File: src/rtl/bmr_pkg.sv
// ----------------------------------------------------------------------------
// bmr_pkg
// Shared types, codes and constants of the motor reply frame receiver.
// ----------------------------------------------------------------------------
package bmr_pkg;

  localparam int unsigned CfgIdxW  = 3;
  localparam int unsigned CfgDataW = 16;
  localparam int unsigned PosW     = 7;
  localparam int unsigned CntW     = 3;

  localparam logic [15:0]     CrcInit  = 16'hFFFF;
  localparam logic [15:0]     CrcPoly  = 16'hA001;
  localparam logic [PosW-1:0] PosLimit = 7'd100;

  // header, payload and end byte positions within a frame
  localparam logic [CntW-1:0] PosStart = 3'd0;
  localparam logic [CntW-1:0] PosAddrH = 3'd1;
  localparam logic [CntW-1:0] PosAddrL = 3'd2;
  localparam logic [CntW-1:0] PosKind  = 3'd3;
  localparam logic [CntW-1:0] PosOp    = 3'd4;
  localparam logic [CntW-1:0] PosArg   = 3'd5;
  localparam logic [CntW-1:0] PosEnd7  = 3'd6;
  localparam logic [CntW-1:0] PosEnd8  = 3'd7;

  typedef enum logic [CfgIdxW-1:0] {
    RegDevAddr  = 3'd0,
    RegStart    = 3'd1,
    RegControl  = 3'd2,
    RegRead     = 3'd3,
    RegStop     = 3'd4,
    RegOpen     = 3'd5,
    RegClose    = 3'd6,
    RegSetPos   = 3'd7
  } cfg_reg_e;

  typedef enum logic [1:0] {
    ErrOk     = 2'd0,
    ErrCrc    = 2'd1,
    ErrCtrlOp = 2'd2,
    ErrStatus = 2'd3
  } err_e;

  typedef enum logic [1:0] {
    MotIdle    = 2'd0,
    MotOpening = 2'd1,
    MotClosing = 2'd2
  } motion_e;

  typedef enum logic {
    KindControl = 1'b0,
    KindStatus  = 1'b1
  } kind_e;

  typedef struct packed {
    logic [15:0] dev_addr;
    logic [7:0]  sof_code;
    logic [7:0]  control_code;
    logic [7:0]  read_code;
    logic [7:0]  stop_code;
    logic [7:0]  open_code;
    logic [7:0]  close_code;
    logic [7:0]  set_pos_code;
  } cfg_t;

  typedef struct packed {
    kind_e           frame_kind;
    err_e            error_code;
    motion_e         motion;
    logic [PosW-1:0] position_percent;
    logic            state_published;
    logic            next_request;
  } res_t;

endpackage

File: src/rtl/bmr_cfg_regs.sv
// ----------------------------------------------------------------------------
// bmr_cfg_regs
// Configuration register file written through a plain write port.
// ----------------------------------------------------------------------------
module bmr_cfg_regs
  import bmr_pkg::*;
(
  input  logic                clk_i,
  input  logic                rst_ni,
  input  logic                cfg_we_i,
  input  logic [CfgIdxW-1:0]  cfg_idx_i,
  input  logic [CfgDataW-1:0] cfg_data_i,
  output cfg_t                cfg_o
);

  cfg_t cfg_q, cfg_d;

  always_comb begin
    cfg_d = cfg_q;
    if (cfg_we_i) begin
      case (cfg_reg_e'(cfg_idx_i))
        RegDevAddr: cfg_d.dev_addr     = cfg_data_i;
        RegStart:   cfg_d.sof_code     = cfg_data_i[7:0];
        RegControl: cfg_d.control_code = cfg_data_i[7:0];
        RegRead:    cfg_d.read_code    = cfg_data_i[7:0];
        RegStop:    cfg_d.stop_code    = cfg_data_i[7:0];
        RegOpen:    cfg_d.open_code    = cfg_data_i[7:0];
        RegClose:   cfg_d.close_code   = cfg_data_i[7:0];
        RegSetPos:  cfg_d.set_pos_code = cfg_data_i[7:0];
        default:    cfg_d = cfg_q;
      endcase
    end
  end

  always_ff @(posedge clk_i or negedge rst_ni) begin
    if (!rst_ni) begin
      cfg_q.dev_addr     <= 16'h0000;
      cfg_q.sof_code     <= 8'h55;
      cfg_q.control_code <= 8'h03;
      cfg_q.read_code    <= 8'h01;
      cfg_q.stop_code    <= 8'h03;
      cfg_q.open_code    <= 8'h01;
      cfg_q.close_code   <= 8'h02;
      cfg_q.set_pos_code <= 8'h04;
    end else begin
      cfg_q <= cfg_d;
    end
  end

  assign cfg_o = cfg_q;

endmodule

File: src/rtl/bmr_crc16.sv
// ----------------------------------------------------------------------------
// bmr_crc16
// One-byte update of a reflected CRC-16 (polynomial A001).
// ----------------------------------------------------------------------------
module bmr_crc16
  import bmr_pkg::*;
(
  input  logic [15:0] crc_i,
  input  logic [7:0]  byte_i,
  output logic [15:0] crc_o
);

  always_comb begin
    logic [15:0] c;
    c = crc_i ^ {8'h00, byte_i};
    for (int i = 0; i < 8; i++) begin
      if (c[0]) c = (c >> 1) ^ CrcPoly;
      else      c = c >> 1;
    end
    crc_o = c;
  end

endmodule

File: src/rtl/bmr_frame_decoder.sv
// ----------------------------------------------------------------------------
// bmr_frame_decoder
// Frame assembly, CRC check and motion / position state for one byte a cycle when stepped.
// ----------------------------------------------------------------------------
module bmr_frame_decoder
  import bmr_pkg::*;
(
  input  logic       clk_i,
  input  logic       rst_ni,
  input  cfg_t       cfg_i,
  input  logic       step_i,
  input  logic [7:0] byte_i,
  output logic       res_valid_o,
  output res_t       res_o
);

  logic [CntW-1:0] cnt_q, cnt_d;
  logic [15:0]     crc_run_q, crc_run_d, crc_snap_q, crc_snap_d, crc_next;
  logic [7:0]      prev_q, prev_d, kind_q, kind_d, op_q, op_d, arg_q, arg_d;
  motion_e         motion_q, motion_d;
  logic [PosW-1:0] pos_q, pos_d, pos_sat;
  logic            expect_q, expect_d;
  logic            push, clear, fin, fin_ctl, crc_ok, is_ctl, hdr_match;
  err_e            err;
  logic            pub;

  bmr_crc16 u_crc (
    .crc_i  (crc_run_q),
    .byte_i (byte_i),
    .crc_o  (crc_next)
  );

  assign crc_ok  = (crc_snap_q[7:0] == prev_q) && (crc_snap_q[15:8] == byte_i);
  assign is_ctl  = (kind_q == cfg_i.control_code);
  assign pos_sat = (arg_q > {1'b0, PosLimit}) ? PosLimit : arg_q[PosW-1:0];

  always_comb begin
    push    = 1'b0;
    clear   = 1'b0;
    fin     = 1'b0;
    fin_ctl = 1'b0;
    hdr_match = 1'b0;
    case (cnt_q)
      PosStart: push = (byte_i == cfg_i.sof_code);
      PosAddrH, PosAddrL, PosKind: begin
        if (cnt_q == PosAddrH)      hdr_match = (byte_i == cfg_i.dev_addr[15:8]);
        else if (cnt_q == PosAddrL) hdr_match = (byte_i == cfg_i.dev_addr[7:0]);
        else hdr_match = (byte_i == cfg_i.control_code) || (byte_i == cfg_i.read_code);
        push  = hdr_match;
        clear = !hdr_match;
      end
      PosEnd7: begin
        push    = 1'b1;
        fin     = is_ctl && (op_q != cfg_i.set_pos_code);
        fin_ctl = 1'b1;
      end
      PosEnd8: begin
        push    = 1'b1;
        fin     = 1'b1;
        fin_ctl = is_ctl;
      end
      default: push = 1'b1;
    endcase
  end

  always_comb begin
    cnt_d      = cnt_q;
    crc_run_d  = crc_run_q;
    crc_snap_d = crc_snap_q;
    prev_d     = prev_q;
    kind_d     = kind_q;
    op_d       = op_q;
    arg_d      = arg_q;
    motion_d   = motion_q;
    pos_d      = pos_q;
    expect_d   = expect_q;
    err        = ErrOk;
    pub        = 1'b0;
    if (step_i && push) begin
      cnt_d      = cnt_q + 1'b1;
      crc_snap_d = crc_run_q;
      crc_run_d  = crc_next;
      prev_d     = byte_i;
      if (cnt_q == PosKind) kind_d = byte_i;
      if (cnt_q == PosOp)   op_d   = byte_i;
      if (cnt_q == PosArg)  arg_d  = byte_i;
    end
    if (step_i && (clear || fin)) begin
      cnt_d      = '0;
      crc_run_d  = CrcInit;
      crc_snap_d = CrcInit;
    end
    if (fin) begin
      if (!crc_ok) begin
        err = ErrCrc;
      end else if (fin_ctl) begin
        pub = 1'b1;
        if (op_q == cfg_i.stop_code)         motion_d = MotIdle;
        else if (op_q == cfg_i.open_code)    motion_d = MotOpening;
        else if (op_q == cfg_i.close_code)   motion_d = MotClosing;
        else if (op_q == cfg_i.set_pos_code) begin
          motion_d = (arg_q > {1'b0, pos_q}) ? MotOpening : MotClosing;
        end else begin
          err = ErrCtrlOp;
          pub = 1'b0;
        end
      end else if (expect_q) begin
        pos_d    = pos_sat;
        pub      = (pos_sat != pos_q);
        expect_d = 1'b0;
      end else if (arg_q <= 8'd2) begin
        motion_d = motion_e'(arg_q[1:0]);
        pub      = (arg_q[1:0] != motion_q);
        expect_d = 1'b1;
      end else begin
        err = ErrStatus;
      end
    end
  end

  always_ff @(posedge clk_i or negedge rst_ni) begin
    if (!rst_ni) begin
      cnt_q      <= '0;
      crc_run_q  <= CrcInit;
      crc_snap_q <= CrcInit;
      motion_q   <= MotIdle;
      pos_q      <= '0;
      expect_q   <= 1'b0;
    end else if (step_i) begin
      cnt_q      <= cnt_d;
      crc_run_q  <= crc_run_d;
      crc_snap_q <= crc_snap_d;
      motion_q   <= motion_d;
      pos_q      <= pos_d;
      expect_q   <= expect_d;
    end
  end

  // frame bytes are always written earlier in the same frame before use
  always_ff @(posedge clk_i) begin
    if (step_i) begin
      prev_q <= prev_d;
      kind_q <= kind_d;
      op_q   <= op_d;
      arg_q  <= arg_d;
    end
  end

  assign res_valid_o            = step_i && fin;
  assign res_o.frame_kind       = fin_ctl ? KindControl : KindStatus;
  assign res_o.error_code       = err;
  assign res_o.motion           = motion_d;
  assign res_o.position_percent = pos_d;
  assign res_o.state_published  = pub;
  assign res_o.next_request     = expect_d;

endmodule

File: src/rtl/blind_motor_reply_frame_receiver_top.sv
// ----------------------------------------------------------------------------
// blind_motor_reply_frame_receiver_top
// Receives serial reply bytes, assembles and checks frames, reports state.
//
// channel  | dir | handshake                    | payload
// s_axis   | in  | s_axis_tvalid / s_axis_tready | tdata: rx_byte
// m_axis   | out | m_axis_tvalid / m_axis_tready | tuser: frame_kind, tdata: result
// cfg      | in  | cfg_we_i                      | cfg_idx_i, cfg_data_i
//
// one byte per cycle while no held result stalls decode; a byte is decoded
// straight from the input register, and a finished frame's result is then
// offered from the result register.
// the rate is set by the combinational byte crc update and frame decode.
// reset clears the frame counter, crc, motion and position state.
// a held result stalls decode of the next byte; the input register still
// takes one byte while the result waits.
// ----------------------------------------------------------------------------
module blind_motor_reply_frame_receiver_top
  import bmr_pkg::*;
(
  input  logic                clk_i,
  input  logic                rst_ni,
  input  logic                s_axis_tvalid,
  output logic                s_axis_tready,
  input  logic [7:0]          s_axis_tdata,   // [7:0] rx_byte
  output logic                m_axis_tvalid,
  input  logic                m_axis_tready,
  output logic [15:0]         m_axis_tdata,   // [1:0] error_code, [3:2] motion,
                                              // [10:4] position_percent,
                                              // [11] state_published,
                                              // [12] next_request, [15:13] zero
  output logic                m_axis_tuser,   // [0] frame_kind
  input  logic                cfg_we_i,
  input  logic [CfgIdxW-1:0]  cfg_idx_i,
  input  logic [CfgDataW-1:0] cfg_data_i
);

  cfg_t       cfg;
  logic       in_valid_q;
  logic [7:0] in_byte_q;
  logic       step, dec_valid;
  res_t       dec_res, res_q;
  logic       out_valid_q;

  bmr_cfg_regs u_cfg (
    .clk_i      (clk_i),
    .rst_ni     (rst_ni),
    .cfg_we_i   (cfg_we_i),
    .cfg_idx_i  (cfg_idx_i),
    .cfg_data_i (cfg_data_i),
    .cfg_o      (cfg)
  );

  assign step          = in_valid_q && (!out_valid_q || m_axis_tready);
  assign s_axis_tready = !in_valid_q || step;

  always_ff @(posedge clk_i or negedge rst_ni) begin
    if (!rst_ni) begin
      in_valid_q <= 1'b0;
    end else if (s_axis_tready) begin
      in_valid_q <= s_axis_tvalid;
    end
  end

  always_ff @(posedge clk_i) begin
    if (s_axis_tready && s_axis_tvalid) in_byte_q <= s_axis_tdata;
  end

  bmr_frame_decoder u_dec (
    .clk_i       (clk_i),
    .rst_ni      (rst_ni),
    .cfg_i       (cfg),
    .step_i      (step),
    .byte_i      (in_byte_q),
    .res_valid_o (dec_valid),
    .res_o       (dec_res)
  );

  always_ff @(posedge clk_i or negedge rst_ni) begin
    if (!rst_ni) begin
      out_valid_q <= 1'b0;
    end else if (!out_valid_q || m_axis_tready) begin
      out_valid_q <= dec_valid;
    end
  end

  always_ff @(posedge clk_i) begin
    if (dec_valid) res_q <= dec_res;
  end

  assign m_axis_tvalid = out_valid_q;
  assign m_axis_tuser  = res_q.frame_kind;
  assign m_axis_tdata  = {3'b000, res_q.next_request, res_q.state_published,
                          res_q.position_percent, res_q.motion, res_q.error_code};

endmodule

File: config.mk
export PLATFORM = sky130hd
export DESIGN_NAME = blind_motor_reply_frame_receiver_top
export DESIGN_NICKNAME = d
export VERILOG_FILES = /design/src/rtl/bmr_pkg.sv /design/src/rtl/bmr_cfg_regs.sv /design/src/rtl/bmr_crc16.sv /design/src/rtl/bmr_frame_decoder.sv /design/src/rtl/blind_motor_reply_frame_receiver_top.sv
export SDC_FILE = /design/constraint.sdc
export NUM_CORES = 1
export LEC_CHECK = 0
export ABC_CLOCK_PERIOD_IN_PS = 2900
export BUFFER_PORTS_ARGS = -buffer_cell sky130_fd_sc_hd__buf_2
export CAP_MARGIN = 20
export CORE_MARGIN = 2
export CORE_UTILIZATION = 40
export CTS_CLUSTER_SIZE = 24
export DETAILED_ROUTE_END_ITERATION = 10
export PLACE_DENSITY = 0.59
export SLEW_MARGIN = 40
export SYNTH_ARGS = -nofsm -noshare
export SYNTH_HDL_FRONTEND = slang
export SYNTH_SLANG_ARGS = --single-unit
export TNS_END_PERCENT = 100
File: constraint.sdc
create_clock -name clk_i -period 2.9 [get_ports clk_i]
set_input_delay 0.58 -clock clk_i [delete_from_list [all_inputs] [get_ports clk_i]]
set_output_delay 0.58 -clock clk_i [all_outputs]
set_load 0.02 [all_outputs]
==> summary.md <==
| Metric | Value |
|---|---|
| Final WS setup | 0.149 ns |
| Worst VDD drop | 0.416 mV |
| Gr ovfl total | 0 |
| Total track usage | 0.183 |
| Synthesized netlist cell count | 671 |
| Number of synthesized flops with an enable pin | 54 |
| Antenna violations before repair | 0 |
| Static power due to leakage | 0.00368 uW |
| Later-pin clock latency in the skew report | 0.43 ns |
| Resize count post-CTS | 0 |
| Power Density | 837 mW/mm^2 |
| Core Area | 0.0202 sq mm |
| Cts hold-fix bufs | 0 |
| Clock Path Buffers | 2 |
| Max FO, Critical Path | 7 |
| Area leader, netlist | dfrtp_1 |
| CP startpoint kind | register |
| Dominant cells by area after synthesis | dfrtp_1 (23%), edfxtp_1 (20%), dfstp_2 (12%), mux2_2 (11%), xnor2_1 (8.2%) |
| Worst Hold Class | in2async |
| Num rows | 52 |
| Filler Cell Count | 1,793 |
| Syn_area_per_cell | 12.3 sq um |
| Pre-CTS setup slack | 0.123 ns |
| DRT Pass-1 Iters | 4 |
| Clk root buf | clkbuf_16 |
| PortBufs | 47 |
| Ant. Diodes | 0 |
| Mapped cell area | 0.00827 sq mm |
| Nets | 772 |
| Share of layout cells above drive strength 1 | 0.317 |
| Final setup viols | 0 |
| Initial DRC Count | 351 |
| Setup repair after global routing missed its margin | false |
| DR vias | 5,248 |
| #FFs+latches synth | 168 |
| Clock net sink count | 168 |
| Ys Warns | 0 |
| Die footprint | 0.0218 sq mm |
| Vias in the first global route | 5,617 |
| First-pass GRT wire length | 30,900 microns |
| Share of the synthesized area in the top cell type | 0.227 |
| Commonest cells after routing, fill and taps aside | mux2_2 (80), xnor2_1 (77), dfrtp_1 (75) |
| Routed WL per cell | 18.7 microns |
| Slew Viols, Final | 0 |
| Routed Antenna Nets | 0 |
| H-tree depth | 4 |
| Worst Max-Slew Pin Slew | 0.759 ns |
| CTS tree | done |
| CP Capture Type | register |
| Post-synth ARST share | 0.679 |
| Sequential area share after synthesis | 0.547 |
| Worst Path Arrival | 3.06 ns |
| Die Height | 148 microns |
| Vias/cell | 5.21 |
| Num ports | 51 |
| Most common library cell in the layout ignoring fill and taps | mux2_2 |
| Max Cap Violations | 0 |
| Final min period | 2.75 ns |
| Fin Clk Skew | 0.0115 ns |
| CP Class | reg2reg |
| Detailed Route WL | 18,900 microns |
| Cts bufs inserted | 17 |
| Outcome | finished clean |
| Setup TNS | 0 ns |
| Routability cong. | 0.909 |
| Fin crit share | 0.949 |
| Achievable frequency | 0.364 GHz |
| Dominant synthesized flop cell | dfrtp_1 |
| Slew margin rel. | 0.493 |
| Post-synth cell types | 56 |
| Initial Util | 0.409 |
| Area delta synth->final | 14.6% |
| Drt drc | 0 |
| DP HPWL | 13,400 microns |
| Final hold vios | 0 |
| Worst-path clk slew | 0.06 ns |
| Worst EP required | 3.21 ns |
| Setup bufs post-CTS | 0 |
| Die Width | 148 microns |
| Largest net degree at the start of global routing | 70 |
[metal layers]
layer	up-vias	wire (microns)	track usage
met1	2673	8460	0.235
met2	73	9550	0.314
li1	2481	-	-
met5	-	0	0
met4	0	346	0.0629
met3	21	547	0.0306
[stage by stage]
step / hold WS, ns / power (uW) / instance area (sq um) / util / std cells
after global routing: 0.0596 / 8390 / 9480 / 0.468 / 1008
after CTS: 0.0455 / 8010 / 9480 / 0.468 / 1008
after floorplan: 0.284 / 5010 / 8280 / - / 673
after global placement: 0.497 / 5530 / 8840 / 0.437 / 976
after detailed placement: 0.496 / 5580 / 8840 / 0.437 / 976
final: 0.0444 / 7930 / 9480 / 0.468 / 1008
[cells in the mapped netlist (2+ instances only)]
master	instances
xor2_1	38
mux2i_1	5
nand3_1	15
o21ai_0	9
inv_1	17
nor3b_2	3
or2_2	5
o2bb2ai_1	2
nand2b_1	3
nand4_1	20
a21oi_1	22
xnor2_1	77
and2_1	5
nand2_1	16
nor2b_1	2
dfrtp_1	75
a31oi_1	3
o22ai_1	4
a211oi_1	3
ha_1	15
o22a_1	4
mux2_2	80
dfstp_2	39
and3_1	4
nand4b_1	3
or3_1	2
edfxtp_1	54
o31a_1	2
nor3_1	22
buf_4	4
mux2_4	5
buf_6	2
buf_2	10
clkbuf_1	13
nor4_1	8
nor2_1	60
[final timing paths]
check	startpoint	end	slack, ns	cells past startpoint
worst min register to register	u_dec.crc_run_q[11]	u_dec.crc_run_q[11]	0.51	2
max in group asynchronous	rst_ni	u_dec.crc_snap_q[1]	2.13	2
worst min-delay path	rst_ni	u_cfg.cfg_o[22]	0.04	1
worst max-delay path	u_dec.op_q[6]	u_dec.pos_q[3]	0.15	7
min in group clk_i	s_axis_tdata[0]	in_byte_q[0]	0.32	1
worst max register to register	u_dec.op_q[6]	u_dec.pos_q[3]	0.15	7
[kinds of logic after synthesis]
logic type	after synthesis	synth area share
compound gates	61	0.0487
xor+xnor	116	0.124
fa+ha+maj	15	0.0227
buf+inv	47	0.0266
flops	168	0.547
mux	90	0.124
other cells	1	0.000453
simple gates	173	0.107
[flip-flops by register name (all words and copies together) (netlist names), 2 cells and up]
register          count
in_byte_q             8
m_axis_tdata         13
u_cfg.cfg_o          72
u_dec.arg_q           8
u_dec.cnt_q           3
u_dec.crc_run_q      11
u_dec.crc_snap_q     16
u_dec.kind_q          8
u_dec.motion_q        2
u_dec.op_q            8
u_dec.pos_q           7
u_dec.prev_q          8
[power breakdown]
part	switching, uW	leakage, uW	internal [uW]	total [uW]
combinational	1130	0.00157	943	2080
clock	934	0.000313	1470	2410
sequential	376	0.00180	3070	3450
[layout make-up]
type / instances / area [sq um] / area share
Timing Repair Buffer: 63 / 370 / 0.0391
Clock inverter: 8 / 100 / 0.0106
Sequential cell: 168 / 4520 / 0.477
Inverter: 17 / 63.8 / 0.00673
Tap cell: 270 / 338 / 0.0356
Multi-Input combinational cell: 458 / 3550 / 0.374
Clock buffer: 24 / 536 / 0.0565
[worst max-delay path: stages (launching register included)]
cell and delay (ns):
edfxtp_1 0.50, xor2_1 0.18, nor4_1 0.42, nand4_1 0.27
a31o_2 0.32, nand3_1 0.15, or3_1 0.44, mux2_4 0.34
(Power assumes the default switching activity.)
